<file path="src/rtl/pdnp_pkg.sv">
package pdnp_pkg;

  // Coordinate format: signed, COORD_WIDTH bits with FRAC_BITS fraction bits.
  localparam int COORD_WIDTH = 32;
  localparam int FRAC_BITS   = 16;
  localparam int LIMIT_BASE  = 1024;

  // Widths of the distance arithmetic.
  localparam int LIMIT_W = 32;
  localparam int DIFF_W  = COORD_WIDTH + 1;
  localparam int MAN_W   = (COORD_WIDTH + 2 > LIMIT_W) ? COORD_WIDTH + 2 : LIMIT_W;
  localparam int ROOT_W  = 32;
  localparam int SQ_W    = 2 * ROOT_W;
  localparam int REM_W   = ROOT_W + 3;
  localparam int STEP_W  = $clog2(ROOT_W);

  // Reset value of the search limit, saturated to the register width.
  localparam logic [63:0] LIMIT_WIDE = 64'(LIMIT_BASE) << FRAC_BITS;
  localparam logic [LIMIT_W-1:0] LIMIT_RESET =
    (LIMIT_WIDE > 64'(32'hFFFF_FFFF)) ? 32'hFFFF_FFFF : LIMIT_W'(LIMIT_WIDE);

  // Default depth of the queue between front and back.
  localparam int QUEUE_DEPTH_DEF = 2;

  // Request kinds.
  localparam logic REQ_POSITION = 1'b0;
  localparam logic REQ_POINT    = 1'b1;

  typedef struct packed {
    logic                          req_type;
    logic signed [COORD_WIDTH-1:0] coord_x;
    logic signed [COORD_WIDTH-1:0] coord_y;
    logic                          last_point;
  } in_item_t;

  typedef struct packed {
    logic [ROOT_W-1:0] deviation;
    logic              found;
  } out_item_t;

  // One finished scene handed from front to back.
  typedef struct packed {
    logic [ROOT_W-1:0] dx;
    logic [ROOT_W-1:0] dy;
    logic              found;
  } job_t;

  // Queue status seen by both sides.
  typedef struct packed {
    logic full;
    logic empty;
  } q_status_t;

  typedef enum logic [2:0] {
    BK_IDLE,
    BK_MULX,
    BK_MULY,
    BK_ADD,
    BK_ROOT,
    BK_OUT
  } bk_state_t;

endpackage

</file>
<file path="src/rtl/pdnp_queue.sv">
module pdnp_queue import pdnp_pkg::*; #(
  parameter int DEPTH = QUEUE_DEPTH_DEF
) (
  input  logic      clk,
  input  logic      rst_n,
  input  logic      push_valid,
  input  job_t      push_job,
  input  logic      pop_ready,
  output job_t      pop_job,
  output q_status_t q_stat
);

  localparam int PTR_W = (DEPTH > 1) ? $clog2(DEPTH) : 1;
  localparam int CNT_W = $clog2(DEPTH + 1);

  job_t             mem [DEPTH];
  logic [PTR_W-1:0] wr_ptr_r, rd_ptr_r;
  logic [CNT_W-1:0] count_r;
  logic             do_push, do_pop;

  assign q_stat.full  = (count_r == CNT_W'(DEPTH));
  assign q_stat.empty = (count_r == '0);
  assign do_push      = push_valid && !q_stat.full;
  assign do_pop       = pop_ready && !q_stat.empty;
  assign pop_job      = mem[rd_ptr_r];

  // Pointers and fill count.
  always_ff @(posedge clk) begin
    if (!rst_n) begin
      wr_ptr_r <= '0;
      rd_ptr_r <= '0;
      count_r  <= '0;
    end else begin
      if (do_push) begin
        wr_ptr_r <= (wr_ptr_r == PTR_W'(DEPTH - 1)) ? '0 : wr_ptr_r + 1'b1;
      end
      if (do_pop) begin
        rd_ptr_r <= (rd_ptr_r == PTR_W'(DEPTH - 1)) ? '0 : rd_ptr_r + 1'b1;
      end
      if (do_push && !do_pop) begin
        count_r <= count_r + 1'b1;
      end else if (do_pop && !do_push) begin
        count_r <= count_r - 1'b1;
      end
    end
  end

  // Storage.
  always_ff @(posedge clk) begin
    if (do_push) begin
      mem[wr_ptr_r] <= push_job;
    end
  end

endmodule

</file>
<file path="config.mk">
export PLATFORM = sky130hd
export DESIGN_NAME = pdnp_queue
export DESIGN_NICKNAME = d
export VERILOG_FILES = /design/src/rtl/pdnp_pkg.sv /design/src/rtl/pdnp_queue.sv
export SDC_FILE = /design/constraint.sdc
export NUM_CORES = 1
export LEC_CHECK = 0
export BUFFER_PORTS_ARGS = -buffer_cell sky130_fd_sc_hd__buf_2
export CORE_ASPECT_RATIO = 0.5
export CORE_UTILIZATION = 47
export CTS_CLUSTER_DIAMETER = 60
export CTS_CLUSTER_SIZE = 25
export DETAILED_ROUTE_END_ITERATION = 10
export PLACE_DENSITY = 0.82
export SETUP_SLACK_MARGIN = 0.15
export SLEW_MARGIN = 15
export SYNTH_ARGS = -nofsm -noshare
export SYNTH_HDL_FRONTEND = slang
export SYNTH_SLANG_ARGS = --single-unit
</file>
<file path="constraint.sdc">
create_clock -name clk -period 3.6 [get_ports clk]
set_input_delay 0.18 -clock clk [delete_from_list [all_inputs] [get_ports clk]]
set_output_delay 0.18 -clock clk [all_outputs]
set_load 0.05 [all_outputs]
</file>
==> impl_results.md <==
* Setup Skew at 0.0107 ns
* Clk sink count at 135
* Port Buffers at 135
* CP Data Arrival Time at 2.14 ns
* Max Slew Vio Count at 0
* Detailed placement HPWL at 5910 um
* Seq pwr share at 36.7%
* Leak at 0.00267 uW
* Layout area overhead at 42.8%
* DIE AREA at 10900 um^2
* GR Util met2 at 36.9%
* Final total power at 5700 uW
* Clock Power Share at 30.7%
* Worst VDD drop at 463 uV
* Max H-tree Level at 4
* Antenna violations before repair at 1
* Grt peak-use layer: met2
* Vias at 2850
* Gpl congestion at 0.729
* Logic gate share of total power at 32.6%
* Final Setup Violations at 0
* Gr usage total at 20.0%
* Vias in the first global route at 2941
* Cell Int Power at 3680 uW
* DRC viols at 0
* Placed instance count at 494
* Synth area leaders: edfxtp_1 (79%), mux2_2 (15%), dfxtp_1 (2.0%), buf_4 (0.76%), and2_1 (0.38%)
* Required time of the critical path at 3.42 ns
* Post-synth top area cell: edfxtp_1
* Ant diodes at 0
* Syn nets at 297
* Outcome: finished, final reports clean
* Crit-path max FO at 35
* Hold Path Class: in -> reg
* Initial DRT Pass Iterations at 4
* Syn avg cell area at 21.7 um^2
* Yosys top cell area share at 79.4%
* Unique masters post-synth at 21
* Clock Latency Late Sink at 0.41 ns
* Die Wd at 147 um
* Die Y-Extent at 74.3 um
* Gr ovfl total at 0
* GR Util met3 at 5.95%
* Register area share after synthesis at 81.4%
* CTS resizes at 0
* CORE AREA at 9790 um^2
* Crit. End Element: primary output
* # nets final at 513
* 1st-iter DRT viols at 182
* Num CTS Buffers at 17
* Synthesized flop and latch total at 135
* # rows at 25
* Least-Margin Pin Slew at 0.799 ns
* Setup tns final at 0 ns
* Sw power at 2010 uW
* RSZ-0062 raised after global routing: no
* CTS max path bufs at 2
* Met1 usage at 22.3%
* Largest net degree at the start of global routing at 36
* Max Clock Freq at 432 MHz
* Startpoint types: register
* Fillers at 572
* Root Buffer Master: clkbuf_16
* Post-Syn Area at 4920 um^2
* Sw Ratio at 35.4%
* Fin crit share at 64.4%
* Initial core utilization at 50.2%
* First-pass GRT wire length at 15500 um
* Clock Pin Slew Worst Setup and Hold Paths at 0.05 ns
* Pwr/cell area at 811 nW/um^2
* Synthesis Warnings at 0
* Max-cap violations at 0
* Vias/cell at 4.82
* Max-Slew Margin vs Limit at 46.7%
* Routed len/inst at 17.6 um
* Hold buffers post-CTS at 65
* DRT antenna net count at 0
* Final cell count without fillers at 591
* Ports at 136
* Layout cells sized above 1 at 51.3%
* CTS tree: yes
* Post-CTS Setup Bufs at 0
* Period minus WS final at 2.32 ns
* Post-Route WL at 10400 um
* Crit Path Class: reg -> out
* Syn Inst Count at 227
* Final hold vios at 0
path summary, 6_finish.rpt:
check                                start    endpoint  slack (ns)  cells past startpoint
worst max register to register  count_r[0]  mem[1][40]        1.67                      3
worst min register to register  count_r[1]  count_r[1]        0.53                      2
worst min-delay path                 rst_n    wr_ptr_r        0.04                      2
worst max-delay path              register  pop_job[5]        1.28                      3
sequential cells by signal (all words and copies together), names as in the netlist, named ones only:
signal    flops
rd_ptr_r      1
count_r       2
mem         130
wr_ptr_r      1
cells in the mapped netlist (all sizes together):
cell type / instances
edfxtp: 130
mux2: 65
buf: 7
dfxtp: 5
and2: 3
a21boi: 2
inv: 2
nor2: 2
o21ai: 2
xnor2: 2
and3: 1
ha: 1
nand2b: 1
nor3: 1
o21a: 1
or3: 1
xor2: 1
final cells by class:
type                            count  area [um^2]  area share (%)
Clock inverter                     11          155            2.21
Timing Repair Buffer              204         1380            19.7
Multi-Input combinational cell     83          866            12.3
Tap cell                          135          169            2.40
Clock buffer                       21          440            6.27
Sequential cell                   135         4010            57.0
Inverter                            2         7.51           0.107
cell usage in the layout, fill, tap and decap left out, types with 3 or more instances in the layout:
cell / n
dfxtp_1: 4
clkinv_2: 4
and2_1: 3
bufinv_16: 4
buf_2: 135
edfxtp_1: 130
mux2_2: 65
clkbuf_1: 4
clkbuf_16: 17
dlygate4sd3_1: 65
worst max-delay path, cell delays in order, from the launching register on:
cell and delay [ns]:
dfxtp_2 0.82, buf_12 0.31, mux2_2 0.38, buf_2 0.21
cell families after synthesis:
group / count (synthesis) / synth area share [%]
XOR/XNOR: 3 / 0.534
adder cells (fa/ha/maj): 1 / 0.254
flip-flops: 135 / 81.4
multiplexers: 65 / 14.9
buffers and inverters: 9 / 1.12
AND/OR/NAND/NOR: 9 / 1.12
AO/OA/AOI/OAI: 5 / 0.662
power by group through the flow:
stage	clock (uW)	combinational, uW	sequential, uW
final	1750	1860	2090
after global routing	1830	1930	2120
after global placement	0	1780	2100
after detailed placement	0	1790	2110
after CTS	1750	1860	2090
after floorplan	0	1460	2060
per-stage QoR:
stage	utilization, %	instance area (um^2)	hold WS (ns)	setup slack [ns]
floorplan	-	4920	0.279	0.900
global placement	59.0	5780	0.368	1.68
detailed placement	59.0	5780	0.371	1.64
CTS	71.7	7020	0.0371	1.25
global route	71.7	7020	0.0488	1.18
finish	71.7	7020	0.0443	1.28
layer usage:
| metal | vias to the layer above | part of all wire, % |
|---|---|---|
| met5 | - | 0 |
| met4 | 0 | 1.9 |
| met3 | 22 | 4.0 |
| met2 | 79 | 54 |
| met1 | 1414 | 40 |
| li1 | 1335 | - |
Power figures use the tool's default switching activity.
