`config.mk`:
```
export PLATFORM = sky130hd
export DESIGN_NAME = pdnp_back
export DESIGN_NICKNAME = d
export VERILOG_FILES = /design/src/rtl/pdnp_pkg.sv /design/src/rtl/pdnp_back.sv
export SDC_FILE = /design/constraint.sdc
export NUM_CORES = 2
export LEC_CHECK = 0
export BUFFER_PORTS_ARGS = -buffer_cell sky130_fd_sc_hd__clkbuf_2
export CORE_AREA = 3 3 386 388
export CTS_CLUSTER_SIZE = 24
export DETAILED_ROUTE_END_ITERATION = 8
export DIE_AREA = 0 0 389 391
export MAX_ROUTING_LAYER = met4
export PLACE_DENSITY = 0.74
export SETUP_SLACK_MARGIN = 0.02
export SLEW_MARGIN = 15
export SYNTH_ARGS = -nofsm -noshare
export SYNTH_HDL_FRONTEND = slang
export SYNTH_SLANG_ARGS = --single-unit
```
`constraint.sdc`:
```
create_clock -name clk -period 6.9 [get_ports clk]
set_input_delay 1.035 -clock clk [delete_from_list [all_inputs] [get_ports clk]]
set_output_delay 1.035 -clock clk [all_outputs]
set_load 0.01 [all_outputs]
```
`src/rtl/pdnp_pkg.sv`:
```
package pdnp_pkg;

  // Coordinate format: signed, COORD_WIDTH bits with FRAC_BITS fraction bits.
  localparam int COORD_WIDTH = 32;
  localparam int FRAC_BITS   = 16;
  localparam int LIMIT_BASE  = 1024;

  // Widths of the distance arithmetic.
  localparam int LIMIT_W = 32;
  localparam int DIFF_W  = COORD_WIDTH + 1;
  localparam int MAN_W   = (COORD_WIDTH + 2 > LIMIT_W) ? COORD_WIDTH + 2 : LIMIT_W;
  localparam int ROOT_W  = 32;
  localparam int SQ_W    = 2 * ROOT_W;
  localparam int REM_W   = ROOT_W + 3;
  localparam int STEP_W  = $clog2(ROOT_W);

  // Reset value of the search limit, saturated to the register width.
  localparam logic [63:0] LIMIT_WIDE = 64'(LIMIT_BASE) << FRAC_BITS;
  localparam logic [LIMIT_W-1:0] LIMIT_RESET =
    (LIMIT_WIDE > 64'(32'hFFFF_FFFF)) ? 32'hFFFF_FFFF : LIMIT_W'(LIMIT_WIDE);

  // Default depth of the queue between front and back.
  localparam int QUEUE_DEPTH_DEF = 2;

  // Request kinds.
  localparam logic REQ_POSITION = 1'b0;
  localparam logic REQ_POINT    = 1'b1;

  typedef struct packed {
    logic                          req_type;
    logic signed [COORD_WIDTH-1:0] coord_x;
    logic signed [COORD_WIDTH-1:0] coord_y;
    logic                          last_point;
  } in_item_t;

  typedef struct packed {
    logic [ROOT_W-1:0] deviation;
    logic              found;
  } out_item_t;

  // One finished scene handed from front to back.
  typedef struct packed {
    logic [ROOT_W-1:0] dx;
    logic [ROOT_W-1:0] dy;
    logic              found;
  } job_t;

  // Queue status seen by both sides.
  typedef struct packed {
    logic full;
    logic empty;
  } q_status_t;

  typedef enum logic [2:0] {
    BK_IDLE,
    BK_MULX,
    BK_MULY,
    BK_ADD,
    BK_ROOT,
    BK_OUT
  } bk_state_t;

endpackage

```
`src/rtl/pdnp_back.sv`:
```
module pdnp_back import pdnp_pkg::*; (
  input  logic      clk,
  input  logic      rst_n,
  input  q_status_t q_stat,
  input  job_t      pop_job,
  output logic      pop_ready,
  output logic      out_valid,
  input  logic      out_stall,
  output out_item_t out_data
);

  bk_state_t         state_r, state_nxt;
  logic [ROOT_W-1:0] dx_r, dy_r;
  logic [SQ_W-1:0]   prod_r, n_r;
  logic [REM_W-1:0]  rem_r;
  logic [ROOT_W-1:0] root_r;
  logic [STEP_W-1:0] step_r;
  logic [ROOT_W-1:0] last_dev_r;
  out_item_t         out_r;

  logic [REM_W-1:0]  rem_sh, trial;
  logic              ge;
  logic [ROOT_W-1:0] root_nxt;

  // One restoring square root digit per cycle.
  assign rem_sh   = {rem_r[REM_W-3:0], n_r[SQ_W-1 -: 2]};
  assign trial    = {1'b0, root_r, 2'b01};
  assign ge       = rem_sh >= trial;
  assign root_nxt = {root_r[ROOT_W-2:0], ge};

  // Next state.
  always_comb begin
    state_nxt = state_r;
    unique case (state_r)
      BK_IDLE: begin
        if (!q_stat.empty) begin
          state_nxt = pop_job.found ? BK_MULX : BK_OUT;
        end
      end
      BK_MULX: state_nxt = BK_MULY;
      BK_MULY: state_nxt = BK_ADD;
      BK_ADD:  state_nxt = BK_ROOT;
      BK_ROOT: begin
        if (step_r == STEP_W'(ROOT_W - 1)) begin
          state_nxt = BK_OUT;
        end
      end
      BK_OUT: begin
        if (!out_stall) begin
          state_nxt = BK_IDLE;
        end
      end
      default: state_nxt = BK_IDLE;
    endcase
  end

  // Outputs.
  always_comb begin
    pop_ready = (state_r == BK_IDLE);
    out_valid = (state_r == BK_OUT);
    out_data  = out_r;
  end

  always_ff @(posedge clk) begin
    if (!rst_n) begin
      state_r    <= BK_IDLE;
      last_dev_r <= '0;
    end else begin
      state_r <= state_nxt;
      if ((state_r == BK_ROOT) && (step_r == STEP_W'(ROOT_W - 1))) begin
        last_dev_r <= root_nxt;
      end
    end
  end

  // Datapath: square the offsets, add, then take the root.
  always_ff @(posedge clk) begin
    unique case (state_r)
      BK_IDLE: begin
        dx_r <= pop_job.dx;
        dy_r <= pop_job.dy;
        if (!q_stat.empty && !pop_job.found) begin
          out_r.deviation <= last_dev_r;
          out_r.found     <= 1'b0;
        end
      end
      BK_MULX: prod_r <= SQ_W'(dx_r) * SQ_W'(dx_r);
      BK_MULY: begin
        n_r    <= prod_r;
        prod_r <= SQ_W'(dy_r) * SQ_W'(dy_r);
      end
      BK_ADD: begin
        n_r    <= n_r + prod_r;
        rem_r  <= '0;
        root_r <= '0;
        step_r <= '0;
      end
      BK_ROOT: begin
        rem_r  <= ge ? rem_sh - trial : rem_sh;
        root_r <= root_nxt;
        n_r    <= {n_r[SQ_W-3:0], 2'b00};
        step_r <= step_r + 1'b1;
        if (step_r == STEP_W'(ROOT_W - 1)) begin
          out_r.deviation <= root_nxt;
          out_r.found     <= 1'b1;
        end
      end
      BK_OUT: begin
      end
      default: begin
      end
    endcase
  end

endmodule

```
==> impl_metrics.py <==
metrics = {
    "setup_path": {
        "cp_slowest_cell": "fa_1",
        "cpPeakStageDelay_ps": 600,
        "crit_path_start_kind": "flip-flop",
        "cpMostUsedCell": "fa_1",
        "cp.required_ps": 7330,
        "worstSetupPathType": "flip-flop to flip-flop",
        "critPathArrivalTime_ps": 8140,
        "crit_fanout": 6,
        "cp-end-kind": "flip-flop",
        "ff2ff_setup_slack_ps": -810,
    },
    "placed_design": {
        "place.gp.congestion": 0.947,
        "dpl.hpwl_um": 170000,
        "port_buffers": 103,
        "placed_cell_area_um2": 88700,
        "pre_cts_ws_ps": -970,
    },
    "logic_synthesis": {
        "ys.flop_type": "edfxtp_1",
        "ys_seq_area_frac": 0.124,
        "syn_nets": 10500,
        "yosys-top-cells-count": "inv_1, fa_1, nand2_1",
        "avgSynthCellArea_um2": 9.51,
        "synth.cell_area_um2": 77100,
        "synth-seq-cells": 329,
        "syn_inst": 8110,
        "synth_top_area_share": 0.411,
        "yosysMostFrequentCell": "inv_1",
        "synthArstFlopShare": 0,
        "yosysTopAreaCell": "fa_1",
        "synth_edf_count": 294,
        "ys_warn_count": 0,
        "synth_area_leaders": "fa_1, edfxtp_1, ha_1, inv_1, and2_1",
        "synth_cell_types": 90,
    },
    "cts": {
        "clk_pin_slew_ps": 60,
        "cts_tree": "yes",
        "cts_buffer_depth": 3,
        "cts.htree.levels": 2,
        "cts_buffers": 45,
        "cts_num_sinks": 329,
        "clock-root-buffer": "clkbuf_16",
        "clkLatencyLatePin_ps": 680,
        "cts-hold-fix-buffers": 0,
    },
    "die": {
        "die_area_um2": 152000,
        "fp.coreArea_um2": 146000,
        "die_width_um": 389,
        "dieHeight_um": 391,
        "start_util": 0.529,
        "rows": 140,
        "io_pins": 105,
    },
    "sta": {
        "period_needed_ps": 7710,
        "rsz0062_at_grt": "yes",
        "fin_skew_ps": 81.0,
        "setup_viol": 42,
        "worst_pin_slew_ps": 957,
        "tns_ps": -23300,
        "maxClockFrequency_ghz": 0.130,
        "fin_crit_sh": 1.12,
        "maxSlewViolCount": 0,
        "relSlewSlack": 0.362,
        "hold_viol_final": 0,
        "fin_ws_ps": -813,
    },
    "global_route": {
        "grt_pass1_wl_um": 338000,
        "grt_usage": 0.287,
        "grt_pass1_vias": 66000,
        "grt.overflow.total": 0,
        "grt_max_degree": 77,
        "grt_antenna_before_repair": 2,
    },
    "route": {
        "drc": 0,
        "dr.pass1.iters": 6,
        "first_iter_violations": 3500,
        "wl_per_cell_um": 18.7,
        "drt-total-wl_um": 207000,
        "ant_nets": 0,
        "num_vias": 59700,
        "viasPerCell": 5.37,
    },
    "finish": {
        "n_fill_cell": 11500,
        "syn_to_final_growth_pct": 20.9,
        "drive_gt1_frac": 0.209,
        "finalCoreUtilization": 0.640,
        "design_area_um2": 93300,
        "nets": 11500,
    },
    "worst_hold_path": {
        "hold_class": "flip-flop to flip-flop",
    },
    "run_status": {
        "violations": "setup timing",
        "status": "finished with violations",
    },
    "run": {
        "cap_violations": 0,
    },
}
## layout make-up
cell class	instances	area [um2]	area share
clock buffers	55	1200	0.0129
flip-flops and latches	329	9530	0.102
well taps	1917	2400	0.0257
multi-input cells	5462	61400	0.658
clock inverters	27	328	0.00351
inverters	1989	7480	0.0802
repair buffers	1331	10900	0.117
diodes	5	12.5	0.000134
## worst max-delay path: cells and delay by family, from the launching register on
family,cells,cell delay (ps)
fa+ha+maj,9,4230
compound gates,6,990
simple gates,4,900
buf+inv,7,840
flops,1,470
## per-layer routing
| metal | vias to the layer above | wire [um] | GRT usage |
|---|---|---|---|
| met5 | - | 0 | - |
| met4 | 0 | 8430 | 0.104 |
| met3 | 519 | 10600 | 0.0302 |
| met2 | 1687 | 107000 | 0.499 |
| met1 | 30400 | 81200 | 0.347 |
| li1 | 27100 | - | - |
## per-stage QoR
stage,hold WS (ps),instances
3_3_place_gp,441,11000
2_1_floorplan,435,8110
3_5_place_dp,464,11000
6_report,472,11100
4_1_cts,473,11100
5_1_grt,496,11100
## logic make-up after synthesis
| logic type | count (synthesis) | synth area share |
|---|---|---|
| adder cells (fa/ha/maj) | 2280 | 0.524 |
| flip-flops | 329 | 0.124 |
| AO/OA/AOI/OAI | 1055 | 0.0899 |
| AND/OR/NAND/NOR | 1808 | 0.112 |
| buffers and inverters | 2319 | 0.113 |
| multiplexers | 42 | 0.00553 |
| XOR/XNOR | 277 | 0.0315 |
## flip-flops by register name, summed over array words and instances (netlist names)
signal / count
rem_r: 33
out_data: 33
root_r: 32
prod_r: 63
dx_r: 32
state_r: 3
step_r: 5
last_dev_r: 32
n_r: 64
dy_r: 32
## worst paths after layout
kind | startpoint | depth (start not counted) | endpoint
max | dx_r[16] | 26 | prod_r[55]
min | last_dev_r[11] | 2 | last_dev_r[11]
max reg2reg | dx_r[16] | 26 | prod_r[55]
min reg2reg | last_dev_r[11] | 2 | last_dev_r[11]
## cells in the final DEF, fill, tap and decap left out, types with 129 or more instances in the layout
cell | netlist | final
buf_4 | 2 | 1098
a21oi_1 | 287 | 220
and2_1 | 473 | 442
edfxtp_1 | 294 | 294
ha_1 | 696 | 645
nor2_1 | 286 | 261
a21o_1 | 167 | 166
xnor2_1 | 141 | 129
inv_1 | 1988 | 1943
o21ai_0 | 169 | 138
nand2_1 | 753 | 711
fa_1 | 1584 | 1523
## repair_timing
action | in CTS | in global routing
resized for setup | 298 | 206
setup endpoints to repair | 46 | 50
cloned | 5 | 4
setup buffers | 45 | 30
pin swaps | 130 | 123
Power is not shown: default switching activity piles up to over one toggle a cycle in this logic, so the estimate is an artifact.
