==> src/rtl/pdnp_pkg.sv <==
package pdnp_pkg;

  // Coordinate format: signed, COORD_WIDTH bits with FRAC_BITS fraction bits.
  localparam int COORD_WIDTH = 32;
  localparam int FRAC_BITS   = 16;
  localparam int LIMIT_BASE  = 1024;

  // Widths of the distance arithmetic.
  localparam int LIMIT_W = 32;
  localparam int DIFF_W  = COORD_WIDTH + 1;
  localparam int MAN_W   = (COORD_WIDTH + 2 > LIMIT_W) ? COORD_WIDTH + 2 : LIMIT_W;
  localparam int ROOT_W  = 32;
  localparam int SQ_W    = 2 * ROOT_W;
  localparam int REM_W   = ROOT_W + 3;
  localparam int STEP_W  = $clog2(ROOT_W);

  // Reset value of the search limit, saturated to the register width.
  localparam logic [63:0] LIMIT_WIDE = 64'(LIMIT_BASE) << FRAC_BITS;
  localparam logic [LIMIT_W-1:0] LIMIT_RESET =
    (LIMIT_WIDE > 64'(32'hFFFF_FFFF)) ? 32'hFFFF_FFFF : LIMIT_W'(LIMIT_WIDE);

  // Default depth of the queue between front and back.
  localparam int QUEUE_DEPTH_DEF = 2;

  // Request kinds.
  localparam logic REQ_POSITION = 1'b0;
  localparam logic REQ_POINT    = 1'b1;

  typedef struct packed {
    logic                          req_type;
    logic signed [COORD_WIDTH-1:0] coord_x;
    logic signed [COORD_WIDTH-1:0] coord_y;
    logic                          last_point;
  } in_item_t;

  typedef struct packed {
    logic [ROOT_W-1:0] deviation;
    logic              found;
  } out_item_t;

  // One finished scene handed from front to back.
  typedef struct packed {
    logic [ROOT_W-1:0] dx;
    logic [ROOT_W-1:0] dy;
    logic              found;
  } job_t;

  // Queue status seen by both sides.
  typedef struct packed {
    logic full;
    logic empty;
  } q_status_t;

  typedef enum logic [2:0] {
    BK_IDLE,
    BK_MULX,
    BK_MULY,
    BK_ADD,
    BK_ROOT,
    BK_OUT
  } bk_state_t;

endpackage

==> src/rtl/pdnp_front.sv <==
module pdnp_front import pdnp_pkg::*; (
  input  logic               clk,
  input  logic               rst_n,
  input  logic               in_valid,
  output logic               in_stall,
  input  in_item_t           in_data,
  input  logic               cfg_valid,
  output logic               cfg_ready,
  input  logic [LIMIT_W-1:0] cfg_data,
  input  q_status_t          q_stat,
  output logic               push_valid,
  output job_t               push_job
);

  logic [LIMIT_W-1:0]            limit_r;
  logic signed [COORD_WIDTH-1:0] car_x_r, car_y_r;
  logic signed [COORD_WIDTH-1:0] snap_x_r, snap_y_r;
  logic [MAN_W-1:0]              best_man_r;
  logic [DIFF_W-1:0]             best_dx_r, best_dy_r;
  logic                          scene_open_r;
  logic                          hit_r;

  logic                          accept;
  logic signed [COORD_WIDTH-1:0] snap_x_eff, snap_y_eff;
  logic signed [DIFF_W-1:0]      dx_raw, dy_raw;
  logic [DIFF_W-1:0]             adx, ady;
  logic [MAN_W-1:0]              man, best_eff;
  logic [DIFF_W-1:0]             bdx_eff, bdy_eff;
  logic                          hit_eff, take;

  assign cfg_ready = 1'b1;
  assign in_stall  = q_stat.full;
  assign accept    = in_valid && !in_stall;

  // A new scene measures from the current car position and a fresh best.
  assign snap_x_eff = scene_open_r ? snap_x_r : car_x_r;
  assign snap_y_eff = scene_open_r ? snap_y_r : car_y_r;
  assign best_eff   = scene_open_r ? best_man_r : MAN_W'(limit_r);
  assign bdx_eff    = scene_open_r ? best_dx_r : '0;
  assign bdy_eff    = scene_open_r ? best_dy_r : '0;
  assign hit_eff    = scene_open_r && hit_r;

  // Manhattan distance of the incoming point from the snapshot.
  assign dx_raw = DIFF_W'(snap_x_eff) - DIFF_W'(in_data.coord_x);
  assign dy_raw = DIFF_W'(snap_y_eff) - DIFF_W'(in_data.coord_y);
  assign adx    = dx_raw[DIFF_W-1] ? DIFF_W'(-dx_raw) : DIFF_W'(dx_raw);
  assign ady    = dy_raw[DIFF_W-1] ? DIFF_W'(-dy_raw) : DIFF_W'(dy_raw);
  assign man    = MAN_W'(adx) + MAN_W'(ady);
  assign take   = man < best_eff;

  // The scene's last point hands its best offsets to the back end.
  assign push_valid     = accept && (in_data.req_type == REQ_POINT) && in_data.last_point;
  assign push_job.dx    = ROOT_W'(take ? adx : bdx_eff);
  assign push_job.dy    = ROOT_W'(take ? ady : bdy_eff);
  assign push_job.found = hit_eff || take;

  // Control state.
  always_ff @(posedge clk) begin
    if (!rst_n) begin
      limit_r      <= LIMIT_RESET;
      scene_open_r <= 1'b0;
      hit_r        <= 1'b0;
      car_x_r      <= '0;
      car_y_r      <= '0;
      snap_x_r     <= '0;
      snap_y_r     <= '0;
    end else begin
      if (cfg_valid && cfg_ready) begin
        limit_r <= cfg_data;
      end
      if (accept) begin
        if (in_data.req_type == REQ_POSITION) begin
          car_x_r <= in_data.coord_x;
          car_y_r <= in_data.coord_y;
        end else begin
          scene_open_r <= !in_data.last_point;
          hit_r        <= hit_eff || take;
          snap_x_r     <= snap_x_eff;
          snap_y_r     <= snap_y_eff;
        end
      end
    end
  end

  // Best point of the open scene.
  always_ff @(posedge clk) begin
    if (accept && (in_data.req_type == REQ_POINT)) begin
      best_man_r <= take ? man : best_eff;
      best_dx_r  <= take ? adx : bdx_eff;
      best_dy_r  <= take ? ady : bdy_eff;
    end
  end

endmodule

==> config.mk <==
export PLATFORM = sky130hd
export DESIGN_NAME = pdnp_front
export DESIGN_NICKNAME = d
export VERILOG_FILES = /design/src/rtl/pdnp_pkg.sv /design/src/rtl/pdnp_front.sv
export SDC_FILE = /design/constraint.sdc
export NUM_CORES = 1
export LEC_CHECK = 0
export BUFFER_PORTS_ARGS = -buffer_cell sky130_fd_sc_hd__buf_2
export CAP_MARGIN = 20
export CORE_ASPECT_RATIO = 1.1
export CORE_MARGIN = 10
export CORE_UTILIZATION = 55
export CTS_CLUSTER_DIAMETER = 100
export CTS_CLUSTER_SIZE = 10
export DETAILED_ROUTE_END_ITERATION = 12
export PLACE_DENSITY_LB_ADDON = 0.2
export SKIP_CTS_REPAIR_TIMING = 1
export SYNTH_ARGS = -nofsm -noshare
export SYNTH_HDL_FRONTEND = slang
export SYNTH_SLANG_ARGS = --single-unit
==> constraint.sdc <==
create_clock -name clk -period 10.5 [get_ports clk]
set_clock_uncertainty 0.05 [all_clocks]
set_input_delay 0.525 -clock clk [delete_from_list [all_inputs] [get_ports clk]]
set_output_delay 0.525 -clock clk [all_outputs]
set_load 0.02 [all_outputs]
==> metrics.md <==
| Metric | Value |
|---|---|
| Leakage Power | `9.25 nW` |
| Initial Util | `55.9%` |
| Dominant cells by area after synthesis | `dfxtp_1 (17%), edfxtp_1 (16%), ha_1 (8.9%), nand2_1 (5.9%), nor2_1 (4.5%)` |
| Top-count cell post-synth | `nand2_1` |
| Fraction of registers with async set/reset | `0%` |
| Area Growth Syn to Fin | `15.4%` |
| Clock Tree Buf Depth | `3` |
| Crit-path max FO | `18` |
| Final min period | `10080 ps` |
| Cts bufs inserted | `29` |
| Final Hold Fails | `0` |
| Gp weighted congestion | `0.929` |
| Top FF cell, synth | `dfxtp_1` |
| Non-Filler Instances | `2810` |
| Peak VDD IR | `0.191 mV` |
| Clock Latency Late Sink | `570 ps` |
| Core area | `0.0334 sq mm` |
| Hold Path Origin | `cfg_data[26]` |
| Cell mode on critical path | `a21o_1` |
| Worst slew margin | `32.1%` |
| End of the worst hold path | `limit_r[26]$_SDFFE_PN1P_` |
| Slowest CP cell | `dfxtp_4` |
| Vias in the first global route | `15793` |
| Pre-CTS setup slack | `296 ps` |
| Die area | `0.0417 sq mm` |
| 1st-iter DRT viols | `1110` |
| Wirelength, routed | `53800 um` |
| Delay of the slowest cell on the worst path | `420 ps` |
| Cell Area, Synth | `0.0187 sq mm` |
| Drt pass-1 iters | `5` |
| GRT overflow | `0` |
| Hold Crit Depth | `3` |
| CTS tree | `yes` |
| # diodes | `0` |
| Synth unique cells | `81` |
| Data required, critical path | `9930 ps` |
| Critical path type | `reg2out` |
| Vias | `16545` |
| Yosys reg bits | `260` |
| Yosys top cell by area | `dfxtp_1` |
| Layout cells sized above 1 | `18.1%` |
| Met1 usage | `31.1%` |
| Post-DR vias/cell | `5.89` |
| R2R cell count | `40` |
| Wire length per cell | `19.1 um` |
| Initial antenna violation count | `1` |
| All-Layer GR Usage | `23.7%` |
| Worst hold path class | `in2reg` |
| Ys Warns | `0` |
| DIE WIDTH | `196 um` |
| Critical Path End Type | `primary output` |
| Tcrit/Tclk final | `96.0%` |
| Yosys top cell area share | `17.4%` |
| Post-Syn Nets | `2449` |
| Status | `completed` |
| Syn Inst Count | `2210` |
| FF-to-FF End | `best_man_r[13]$_DFFE_PP_` |
| Max Cap Viol | `0` |
| Setup slack, reg-to-reg | `1220 ps` |
| Slew Limit Fails | `0` |
| Reg-to-reg startpoint | `scene_open_r$_SDFFE_PN0P_` |
| Post-synth EDFFs | `98` |
| Largest net degree at the start of global routing | `107` |
| Remaining antenna violation count | `0` |
| DR DRC count | `0` |
| H-Tree Depth | `1` |
| Reg clk slew, reported paths | `60 ps` |
| Final setup viols | `0` |
| Met2 usage | `38.5%` |
| Avg Cell Area, Syn | `8.44 sq um` |
| M3 GR Usage | `3.91%` |
| Slew @ Worst Pin | `1020 ps` |
| DP Wirelength | `38300 um` |
| Nets@finish | `2603` |
| Clk root buf | `clkbuf_16` |
| Final setup margin | `421 ps` |
| Most Crowded Layer GR | `met2` |
| Placed Cells | `2738` |
| Rows | `70` |
| Top-level I/O count | `172` |
| F_max | `99.2 MHz` |
| Crit start category | `register` |
| Pwr dens | `255 mW/mm^2` |
| Port bufs | `169` |
| Commonest cells post-synth | `nand2_1 (294), nor2_1 (224), dfxtp_1 (162), ha_1 (132), a21oi_1 (109)` |
| Seq/Total Area, Yosys | `33.2%` |
| First-pass GRT wire length | `82400 um` |
| Die height | `213 um` |
| CP arrival | `9500 ps` |
| Num Clock Sinks | `260` |
[layout by cell type (no fill, tap or decap), drive strengths merged, types with 12 or more instances in the layout]
cell and instances:
nor2b 47, o21ai 119, clkbuf 49, nand4 14
ha 132, mux2 63, and2 15, dfxtp 162
o21a 29, a21oi 109, nand2b 14, nand2 294
buf 239, nor3b 64, edfxtp 98, xnor2 91
a211oi 16, xor2 43, mux2i 72, nor3 25
a21o 61, o21bai 17, and3 30, nand3 22
a31oi 12, a21boi 65, nor2 225, inv 103
[through the flow]
| step | power, mW | setup TNS, ps | instance area [sq um] | util (%) | hold slack, ps |
|---|---|---|---|---|---|
| 2_1_floorplan | 3.36 | 0 | 18700 | - | 391 |
| 3_3_place_gp | 4.18 | 0 | 20000 | 59.9 | 400 |
| 3_5_place_dp | 4.26 | 0 | 20000 | 59.9 | 407 |
| 4_1_cts | 5.17 | -14650 | 20800 | 62.3 | 126 |
| 5_1_grt | 5.84 | -2320 | 21500 | 64.5 | 135 |
| 6_report | 5.49 | 0 | 21500 | 64.5 | 135 |
[routing by layer]
metal / share of wire [%] / up-vias
met5: 0.024 / -
met4: 3.3 / 2
met3: 5.7 / 104
met2: 46 / 499
met1: 45 / 7841
li1: - / 8099
[kinds of logic after synthesis]
logic type	synth area share (%)
compound gates	18.7
xor+xnor	6.43
fa+ha+maj	9.18
buf+inv	4.59
flops	33.2
mux	7.67
other cells	0.0201
simple gates	20.3
[flip-flops by register name, indices dropped and copies added, names as in the netlist]
name and cells:
best_man_r 34, best_dx_r 32, best_dy_r 32, car_x_r 32, car_y_r 32, limit_r 32
snap_x_r 32, snap_y_r 32, hit_r 1, scene_open_r 1
[worst max-delay path by stage]
stage                              startpoint            to
global route        scene_open_r$_SDFFE_PN0P_  push_job[18]
finish              scene_open_r$_SDFFE_PN0P_  push_job[63]
floorplan           scene_open_r$_SDFFE_PN0P_  push_job[34]
detailed placement  scene_open_r$_SDFFE_PN0P_  push_job[37]
CTS                 scene_open_r$_SDFFE_PN0P_  push_job[37]
global placement    scene_open_r$_SDFFE_PN0P_  push_job[13]
[layout make-up]
class	instances	area (sq um)
clock buffers	45	786
inverters	103	392
multi-input cells	1727	12100
flip-flops and latches	260	6190
well taps	432	541
fillers	2841	11800
repair buffers	243	1560
[power by group]
part | switching, mW | internal, mW | leakage [nW]
logic | 2.03 | 1.24 | 6.63
registers | 0.0317 | 1.29 | 2.24
clock network | 0.401 | 0.504 | 0.376
[worst max-delay path: cells and delay by family, from the launching register on]
family / cells / cell delay (ps)
AO/OA/AOI/OAI: 22 / 4450
AND/OR/NAND/NOR: 9 / 1210
buffers and inverters: 5 / 890
adder cells (fa/ha/maj): 3 / 810
multiplexers: 2 / 740
flip-flops: 1 / 420
XOR/XNOR: 2 / 370
Note: power is estimated with default switching activity, not from simulation.
